**src/rtl/core/tdsa_pkg.sv**
```systemverilog
// Shared constants, codes and controller/datapath interface types.
`timescale 1ns / 1ps
package tdsa_pkg;

	// Geometry
	localparam int MAP_DEPTH = 4096;
	localparam int SLOTS     = 16;
	localparam int TILE_SIDE = 32;
	localparam int TILE_BINS = TILE_SIDE * TILE_SIDE;
	localparam int ACC_DEPTH = SLOTS * TILE_BINS;
	localparam int MAP_AW    = (MAP_DEPTH > 1) ? $clog2(MAP_DEPTH) : 1;
	localparam int SLOT_W    = (SLOTS > 1) ? $clog2(SLOTS) : 1;
	localparam int ACC_AW    = SLOT_W + 10;

	// Field widths
	localparam int ACC_W   = 48;
	localparam int MAP_W   = 16;
	localparam int CFG_W   = 32;
	localparam int CFG_AW  = 3;
	localparam int MIDX_W  = 25;
	localparam logic [ACC_W-1:0] ACC_MAX = {ACC_W{1'b1}};

	// Command codes
	localparam logic [1:0] CMD_MAP_WR = 2'd0;
	localparam logic [1:0] CMD_ACCUM  = 2'd1;
	localparam logic [1:0] CMD_DRAIN  = 2'd2;
	localparam logic [1:0] CMD_CLEAR  = 2'd3;

	// Register indexes
	localparam logic [CFG_AW-1:0] REG_TPC    = 3'd0;
	localparam logic [CFG_AW-1:0] REG_BINS_X = 3'd1;
	localparam logic [CFG_AW-1:0] REG_BINS_Y = 3'd2;
	localparam logic [CFG_AW-1:0] REG_SLOTS  = 3'd3;
	localparam logic [CFG_AW-1:0] REG_SCALE  = 3'd4;

	// Controller to datapath
	typedef struct packed {
		logic load;
		logic map_wr;
		logic calc_idx;
		logic map_rd;
		logic acc_rd;
		logic acc_add;
		logic clr_wr;
		logic div_start;
		logic drain_chk;
		logic drain_rd;
		logic mul_hi;
		logic mul_lo;
		logic out_load;
		logic col_inc;
	} dp_cmd_t;

	// Datapath to controller
	typedef struct packed {
		logic [1:0] cmd;
		logic       acc_go;
		logic       owned;
		logic       div_busy;
		logic       drain_ok;
		logic       clr_last;
		logic       col_last;
		logic       out_busy;
	} dp_stat_t;

endpackage

```
**src/rtl/core/tdsa_ctrl.sv**
```systemverilog
// Controller: sequences lookup writes, accumulates, drains and clear sweeps.
`timescale 1ns / 1ps
module tdsa_ctrl (
	input  logic                clk,
	input  logic                arst_n,
	input  logic                in_valid,
	output logic                in_ready,
	input  tdsa_pkg::dp_stat_t  stat,
	output tdsa_pkg::dp_cmd_t   ctl
);
	import tdsa_pkg::*;

	typedef enum logic [3:0] {
		S_CLR, S_IDLE, S_DISP, S_AMAP, S_ALOOK, S_AADD,
		S_DDIV, S_DGO, S_DRD, S_DM1, S_DM2, S_DOUT
	} state_t;

	state_t state_q, state_d;

	// Command decode and next state
	always_comb begin
		ctl      = '0;
		state_d  = state_q;
		in_ready = 1'b0;
		case (state_q)
			S_CLR: begin
				ctl.clr_wr = 1'b1;
				if (stat.clr_last) state_d = S_IDLE;
			end
			S_IDLE: begin
				in_ready = 1'b1;
				if (in_valid) begin
					ctl.load = 1'b1;
					state_d  = S_DISP;
				end
			end
			S_DISP: begin
				case (stat.cmd)
					CMD_MAP_WR: begin
						ctl.map_wr = 1'b1;
						state_d    = S_IDLE;
					end
					CMD_ACCUM: begin
						ctl.calc_idx = 1'b1;
						state_d      = S_AMAP;
					end
					CMD_DRAIN: begin
						ctl.div_start = 1'b1;
						state_d       = S_DDIV;
					end
					default: state_d = S_CLR;
				endcase
			end
			S_AMAP: begin
				ctl.map_rd = stat.acc_go;
				state_d    = stat.acc_go ? S_ALOOK : S_IDLE;
			end
			S_ALOOK: begin
				ctl.acc_rd = stat.owned;
				state_d    = stat.owned ? S_AADD : S_IDLE;
			end
			S_AADD: begin
				ctl.acc_add = 1'b1;
				state_d     = S_IDLE;
			end
			S_DDIV: begin
				if (!stat.div_busy) begin
					ctl.drain_chk = 1'b1;
					state_d       = S_DGO;
				end
			end
			S_DGO: state_d = stat.drain_ok ? S_DRD : S_IDLE;
			S_DRD: begin
				ctl.drain_rd = 1'b1;
				state_d      = S_DM1;
			end
			S_DM1: begin
				ctl.mul_hi = 1'b1;
				state_d    = S_DM2;
			end
			S_DM2: begin
				ctl.mul_lo = 1'b1;
				state_d    = S_DOUT;
			end
			S_DOUT: begin
				if (!stat.out_busy) begin
					ctl.out_load = 1'b1;
					if (stat.col_last) begin
						state_d = S_IDLE;
					end else begin
						ctl.col_inc = 1'b1;
						state_d     = S_DRD;
					end
				end
			end
			default: state_d = S_IDLE;
		endcase
	end

	always_ff @(posedge clk or negedge arst_n) begin
		if (!arst_n) begin
			state_q <= S_CLR;
		end else begin
			state_q <= state_d;
		end
	end

endmodule

```
**config.mk**
```make
export PLATFORM = sky130hd
export DESIGN_NAME = tdsa_ctrl
export DESIGN_NICKNAME = d
export VERILOG_FILES = /design/src/rtl/core/tdsa_pkg.sv /design/src/rtl/core/tdsa_ctrl.sv
export SDC_FILE = /design/constraint.sdc
export NUM_CORES = 1
export LEC_CHECK = 0
export BUFFER_PORTS_ARGS = -buffer_cell sky130_fd_sc_hd__buf_2
export CAP_MARGIN = 20
export CORE_AREA = 2 2 40 42
export DETAILED_ROUTE_END_ITERATION = 10
export DIE_AREA = 0 0 42 44
export GPL_TIMING_DRIVEN = 1
export PLACE_DENSITY = 0.71
export SLEW_MARGIN = 0
export SYNTH_ARGS = -nofsm -noshare
export SYNTH_HDL_FRONTEND = slang
export SYNTH_SLANG_ARGS = --single-unit
```
**constraint.sdc**
```tcl
create_clock -name clk -period 3 [get_ports clk]
set_input_delay 0.45 -clock clk [delete_from_list [all_inputs] [get_ports clk]]
set_output_delay 0.45 -clock clk [all_outputs]
set_load 0.02 [all_outputs]
```
* Word level (Yosys, flattened, before mapping)
Cells that the tools add are included.
** Cells by class
- Add/sub/neg operators :: 0
- $mul :: 0
- Divide/modulo/power cells :: 0
- Magnitude comparators :: 0
- Eq/ne operators :: 17
- Shift-type cells :: 0
- Mux-type cells :: 30
- Bitwise logic cells :: 0
- Reduce and logical (&&, ||, !) cells :: 3
** Operator list (number)
- $pmux W4 S11 :: 1
- $mux W4 :: 6
- $mux W1 :: 17
- $eq A4 B3 Y1 const B :: 4
- $eq A4 B4 Y1 const B :: 4
- $pmux W3 S3 :: 1
- $eq A4 B2 Y1 const B :: 2
- $ne A2 B2 Y1 const B :: 4
- $mux W2 :: 3
- $mux W3 :: 2
- $eq A4 B1 Y1 const B :: 1
- $logic_not A4 Y1 :: 1
- $reduce_and A4 Y1 :: 1
- $eq A2 B1 Y1 const B :: 1
- $eq A2 B2 Y1 const B :: 1
- $logic_not A2 Y1 :: 1
** Storage, ports and cells
- Flip-flop bits (word level) :: 4
- Latch bits :: 0
- RAM bits :: 0
- ROM bits :: 0
- Input bits :: 12
- Output and inout bits :: 15
- Logic and storage cells :: 51
- Memories kept :: 0

* Longest topological paths before layout
Gate-level depths: netlist (run 1).
- Word-level depth :: 3
- Depth in mapped cells :: 6
- Gate-level depth less buffers :: 6

* Least setup slack after synthesis (run 1)
OpenSTA, ideal clock, no wires.
- Path kind :: register to output
- Start :: register state_q[3]
- End :: output ctl[9] (netlist name)
- Arrival time :: 1.473 ns
- Data required time :: 2.550 ns
- Path slack :: 1.077 ns
- Cell stages (with the launch flop) :: 4
- Path buffers :: 1
- Path through :: dfrtp_1 > buf_6 > nand2b_1 > nor4b_1
** RTL lines
- from (decl) :: line tdsa_ctrl.sv:18 : state_t state_q, state_d;
- from (signal assigned) :: line tdsa_ctrl.sv:104 : state_q <= state_d;
- to (decl) :: line tdsa_ctrl.sv:9 : output tdsa_pkg::dp_cmd_t ctl

==> results.json, run 1 <==
{
  "fp-row-count": 14,
  "dieArea_um2": 1850,
  "status": "finished, final reports clean",
  "track_usage_pct": 17.7,
  "slew_headroom_pct": 70.1,
  "top_register": "state_q",
  "top_regs": "state_q x4",
  "fin_crit_ns": 1.98,
  "yosys-top-cells-count": "13 x nor2_1, 7 x nor3_1, 6 x nand2_1",
  "holdWs_ns": 0.479,
  "htree_num_levels": 1,
  "ctsHoldBuffers": 1,
  "r2r_slack_ns": 1.51,
  "num_antenna_cells": 0,
  "start_util_pct": 39.4,
  "cts_setup_buffers": 0,
  "mappedNetlistArea_um2": 559,
  "fin_setup_tns_ns": 0,
  "hold_viol": 0,
  "cp.arrival_ns": 1.53,
  "largest_reg_flops": 4,
  "finalCritPeriodShare_pct": 66.0,
  "crit_type": "flop to primary output",
  "avgViaCountPerCell": 5.50,
  "synth-async-reset-ratio_pct": 100,
  "ys_ff_latch": 4,
  "hp-class": "input port to flop",
  "finalSetupViolCount": 0,
  "critPathLaunchType": "flop",
  "drc_errors": 0,
  "routed_wl_um": 1480,
  "synth.most_common_cell": "nor2_1",
  "drive_gt1_share_pct": 31.7,
  "crit_required_ns": 2.55,
  "hold_path_depth": 3,
  "io_buffers": 26,
  "crit_fanout": 12,
  "fin_nets": 123,
  "post_drt_wl_per_cell_um": 12.3,
  "yosysUniqueCellTypes": 30,
  "leakagePower_uw": 0.000360,
  "avgSynthCellArea_um2": 7.08,
  "drtIter0Drc": 19,
  "die_h_um": 44,
  "hpwl_um": 1130,
  "cp_cell_sequence": "nand2b_1 -> nor4_1 -> buf_2",
  "grt_max_degree": 17,
  "crit_slowest_cell": "dfrtp_1",
  "syn2layout_area_growth_pct": 26.4,
  "synth_cells": 79,
  "vdd_drop_max_mv": 0.222,
  "drtPass1Iterations": 4,
  "grt_first_pass_wirelength_um": 2480,
  "clk_pin_slew_ns": 0.05,
  "maxCapViolCount": 0,
  "synthTopCellsByArea": "dfrtp_1 18%, ha_1 11%, nor2_1 8.7%, nor3_1 6.3%, and3_1 5.6%",
  "timing.rr.start": "state_q[2]",
  "vias": 660,
  "worstHoldStart": "stat[6]",
  "synth_nets": 96,
  "place_congestion": 0.754,
  "synth_edf_count": 0,
  "worst_pin_slew_ns": 0.449,
  "slew_viol_final": 0,
  "r2r.worst_path.cells": 3,
  "regToRegEndpoint": "state_q[3]",
  "cts_sinks": 4,
  "synthFlopType": "dfrtp_1",
  "yosys_warnings": 0,
  "endpoint_kind": "primary output",
  "grt_pass1_vias": 582,
  "final_antenna_net_count": 0,
  "cts_tree": "yes",
  "rsz0062_at_grt": "false",
  "yosys.area.top_type_share_pct": 17.9,
  "ios": 27,
  "yosysTopAreaCell": "dfrtp_1",
  "clock_path_buffers": 2,
  "p_per_area_nw_per_um2": 656,
  "cts_buffers": 3,
  "clk_latency_ns": 0.25,
  "die_w_um": 42,
  "worst_hold_path.endpoint": "state_q[2]",
  "overflow": 0,
  "core_area_um2": 1420,
  "antenna_found_initial": 0,
  "clock_skew_ns": 0.00908,
  "clockRootBuffer": "clkbuf_4",
  "cts_resized": 0,
  "slowest_delay_ns": 0.51,
  "max_freq_ghz": 0.505,
  "yosysSeqAreaShare_pct": 17.9
}
-- through the flow --
step / total power [µW] / util, % / worst slack (ns) / instances / instance area, µm²
2_1_floorplan: 319 / - / 1.08 / 79 / 559
3_3_place_gp: 381 / 47.5 / 1.33 / 116 / 674
3_5_place_dp: 386 / 47.5 / 1.31 / 116 / 674
4_1_cts: 462 / 49.8 / 1.04 / 120 / 707
5_1_grt: 500 / 49.8 / 0.888 / 120 / 707
6_report: 464 / 49.8 / 1.02 / 120 / 707
-- area by class of cell --
type | instances | area [µm²]
well taps | 16 | 20.0
flip-flops and latches | 4 | 100
clock buffers | 3 | 22.5
repair buffers | 27 | 140
inverters | 3 | 11.3
fillers | 142 | 712
multi-input cells | 67 | 413
-- layer usage --
layer	vias up	track usage, %	routed length, µm
met5	-	0	0
met2	20	30.6	703
met1	303	21.3	659
li1	334	-	-
met3	3	3.33	87
met4	0	7.74	24
-- critical path, delay by kind of cell (launching register included) --
kind,cells,cell delay [ns]
flip-flops,1,0.51
buffers and inverters,1,0.20
AND/OR/NAND/NOR,2,0.56
-- cells by family (layout without fill, tap and decap cells) --
family / count (synthesis) / count (layout) / share of synthesized area, %
compound gates: 18 / 18 / 20.6
fa+ha+maj: 5 / 5 / 11.2
buf+inv: 8 / 33 / 8.27
flops: 4 / 4 / 17.9
simple gates: 44 / 44 / 42.1
-- layout by cell type, fill, tap and decap left out --
cell type	count
a21oi_1	5
a31oi_1	3
and2_1	2
and2b_1	1
and3_1	5
buf_2	26
clkbuf_4	3
dfrtp_1	4
dlygate4sd3_1	1
ha_1	5
inv_1	3
nand2_1	6
nand2b_1	4
nand3_2	1
nor2_1	13
nor2b_1	1
nor3_1	7
nor4_1	1
nor4_2	1
nor4b_1	1
o21ai_0	3
o21ai_1	1
o21ai_2	1
o22a_1	1
o22ai_1	1
o311a_1	1
o311ai_1	1
o32ai_1	1
or2_4	1
-- report_power, final --
group	internal [µW]	switching (µW)	leakage, µW	total (µW)
sequential	69.2	57.2	0.0000526	126
clock	45.3	30.1	0.0000138	75.4
combinational	107	155	0.000294	262
total	221	242	0.000360	464
-- worst max-delay path by stage --
| stage | from | end | slack (ns) | cells after the start |
|---|---|---|---|---|
| floorplan | state_q[3] | ctl[9] | 1.08 | 3 |
| global placement | state_q[1] | ctl[11] | 1.33 | 4 |
| detailed placement | state_q[3] | ctl[9] | 1.31 | 3 |
| CTS | state_q[1] | ctl[11] | 1.04 | 4 |
| global route | state_q[1] | ctl[0] | 0.89 | 3 |
| finish | state_q[2] | ctl[0] | 1.02 | 3 |
No activity file was read; power rests on OpenSTA's default activity.
==> run 2: changes to the inputs <==
--- a/config.mk
+++ b/config.mk
@@ -7,11 +7,11 @@
 export LEC_CHECK = 0
 export BUFFER_PORTS_ARGS = -buffer_cell sky130_fd_sc_hd__buf_2
 export CAP_MARGIN = 20
-export CORE_AREA = 2 2 40 42
+export CORE_AREA = 2 2 41 43
 export DETAILED_ROUTE_END_ITERATION = 10
-export DIE_AREA = 0 0 42 44
+export DIE_AREA = 0 0 43 45
 export GPL_TIMING_DRIVEN = 1
-export PLACE_DENSITY = 0.71
+export PLACE_DENSITY = 0.7
 export SLEW_MARGIN = 0
 export SYNTH_ARGS = -nofsm -noshare
 export SYNTH_HDL_FRONTEND = slang
==> constraint.sdc (replaced) <==
create_clock -name clk -period 1.8 [get_ports clk]
set_input_delay 0.27 -clock clk [delete_from_list [all_inputs] [get_ports clk]]
set_output_delay 0.27 -clock clk [all_outputs]
set_load 0.02 [all_outputs]
==> run 2 against run 1 <==
Sequential power up 70%. Wire length up 2.6%. Critical path depth unchanged. Via count up 4.4%. Count of clock-buffer cells in the layout unchanged. Register-to-register slack worse by 1.1 ns. First-iteration DRC count up 89%. Clock power up 56%. Setup slack worse by 0.94 ns. Core utilization down 0.50 points. Combinational power up 66%.
==> results.json, run 2 (synthesis results as in run 1) <==
{
  "status": "finished, final reports clean",
  "layout_commonest_cell": "buf_2",
  "drtIter0Drc": 36,
  "grt_pass1_vias": 560,
  "top_regs": "state_q x4",
  "slew_headroom_pct": 77.5,
  "avgViaCountPerCell": 5.69,
  "die_w_um": 43,
  "start_util_pct": 38.0,
  "fin_crit_ns": 1.72,
  "vdd_drop_max_mv": 0.368,
  "crit_slowest_cell": "dfrtp_1",
  "core_area_um2": 1470,
  "drtPass1Iterations": 5,
  "slowest_delay_ns": 0.48,
  "num_antenna_cells": 0,
  "worst_pin_slew_ns": 0.332,
  "clock_skew_ns": 0.0105,
  "crit_fanout": 8,
  "clk_pin_slew_ns": 0.03,
  "post_drt_wl_per_cell_um": 12.5,
  "largest_reg_flops": 4,
  "grt_max_degree": 17,
  "grt.met3_usage_pct": 1.60,
  "timing.rr.start": "state_q[2]",
  "mostFrequentLayoutCells": "26 x buf_2, 13 x nor2_1, 7 x nor3_1",
  "crit_type": "flop to primary output",
  "power_switching_uw": 389,
  "r2r_slack_ns": 0.39,
  "p_int_uw": 380,
  "antenna_found_initial": 0,
  "fin_setup_tns_ns": 0,
  "cts_setup_buffers": 0,
  "rsz0062_at_grt": "false",
  "io_buffers": 26,
  "clkPwrFrac_pct": 15.4,
  "final_antenna_net_count": 0,
  "place_congestion": 0.858,
  "p_seq_share_pct": 27.9,
  "max_freq_ghz": 0.581,
  "r2r.worst_path.cells": 3,
  "vias": 689,
  "hpwl_um": 1140,
  "grt_first_pass_wirelength_um": 2340,
  "clockRootBuffer": "clkbuf_4",
  "endpoint_kind": "primary output",
  "hp-class": "input port to flop",
  "drive_gt1_share_pct": 36.2,
  "cts_buffers": 3,
  "drc_errors": 0,
  "layout_setup_ws_ns": 0.0786,
  "top_register": "state_q",
  "routed_wl_um": 1510,
  "cp_cell_sequence": "nand2b_1 -> nor4b_1 -> buf_2",
  "fill_cells": 160,
  "finalCritPeriodShare_pct": 95.6,
  "ios": 27,
  "finalSetupViolCount": 0,
  "fp-row-count": 14,
  "fin_nets": 124,
  "clk_latency_ns": 0.25,
  "track_usage_pct": 15.8,
  "gr-usage-met2_pct": 27.0,
  "crit_required_ns": 1.53,
  "regToRegEndpoint": "state_q[1]",
  "cp-startpoint": "state_q[3]",
  "dpl_worst_slack_ns": 0.264,
  "clock_path_buffers": 2,
  "slew_viol_final": 0,
  "grt.busiest_layer": "met2",
  "dieArea_um2": 1940,
  "htree_num_levels": 1,
  "p_sw_share_pct": 50.6,
  "cts_tree": "yes",
  "maxCapViolCount": 0,
  "die_h_um": 45,
  "cp.arrival_ns": 1.45,
  "overflow": 0,
  "syn2layout_area_growth_pct": 29.8,
  "hold_path_depth": 3,
  "p_per_area_nw_per_um2": 1060,
  "critPathLaunchType": "flop",
  "gr-usage-met1_pct": 20.4,
  "leakagePower_uw": 0.000363,
  "p_comb_share_pct": 56.7,
  "endpoint": "ctl[9]",
  "hold_viol": 0,
  "cts_sinks": 4
}
[run 2: area by class of cell]
class / instances / area (µm²) / share of cell area, %
multi-input combinational: 67 / 420 / 57.9
timing repair buffer: 28 / 148 / 20.3
sequential: 4 / 104 / 14.3
clock buffer: 3 / 22.5 / 3.10
tap: 16 / 20.0 / 2.76
inverter: 3 / 11.3 / 1.55
[run 2: timing repair]
| action | in CTS | in global routing |
|---|---|---|
| resized for setup | 0 | 5 |
| hold buffers | 1 | 0 |
| endpoints found under the hold margin | 4 | 0 |
| endpoints found under the setup margin | 0 | 8 |
[run 2: worst min path at each step]
stage / start / end
after CTS: stat[6] / state_q[2]
after global placement: arst_n / state_q[0]
final: stat[6] / state_q[2]
after detailed placement: arst_n / state_q[3]
after floorplan: arst_n / state_q[0]
after global routing: stat[6] / state_q[2]
[run 2: critical path: cells and delay by family, from the launching register on]
kind	cells	cell delay [ns]
buffers and inverters	1	0.21
flip-flops	1	0.48
AND/OR/NAND/NOR	2	0.52
[run 2: power groups by stage]
stage,combinational (µW),clock [µW],sequential [µW]
3_5_place_dp,427,0,205
5_1_grt,480,123,222
2_1_floorplan,392,0,139
3_3_place_gp,432,0,205
4_1_cts,431,117,204
6_report,436,118,214
[run 2: per-stage QoR]
step           util, %  area (µm²)  total power, µW  cells  hold slack, ns
2_1_floorplan        -         559              532     79         -0.0256
3_3_place_gp      46.3         682              637    117          0.0790
3_5_place_dp      46.3         682              633    117          0.0797
4_1_cts           48.6         714              752    121           0.310
5_1_grt           49.3         726              826    121           0.333
6_report          49.3         726              768    121           0.309
[run 2: metal layers]
metal	up-vias	part of all wire (%)
met2	42	47
met3	3	10
met4	0	1.8
li1	336	-
met5	-	0
met1	308	41
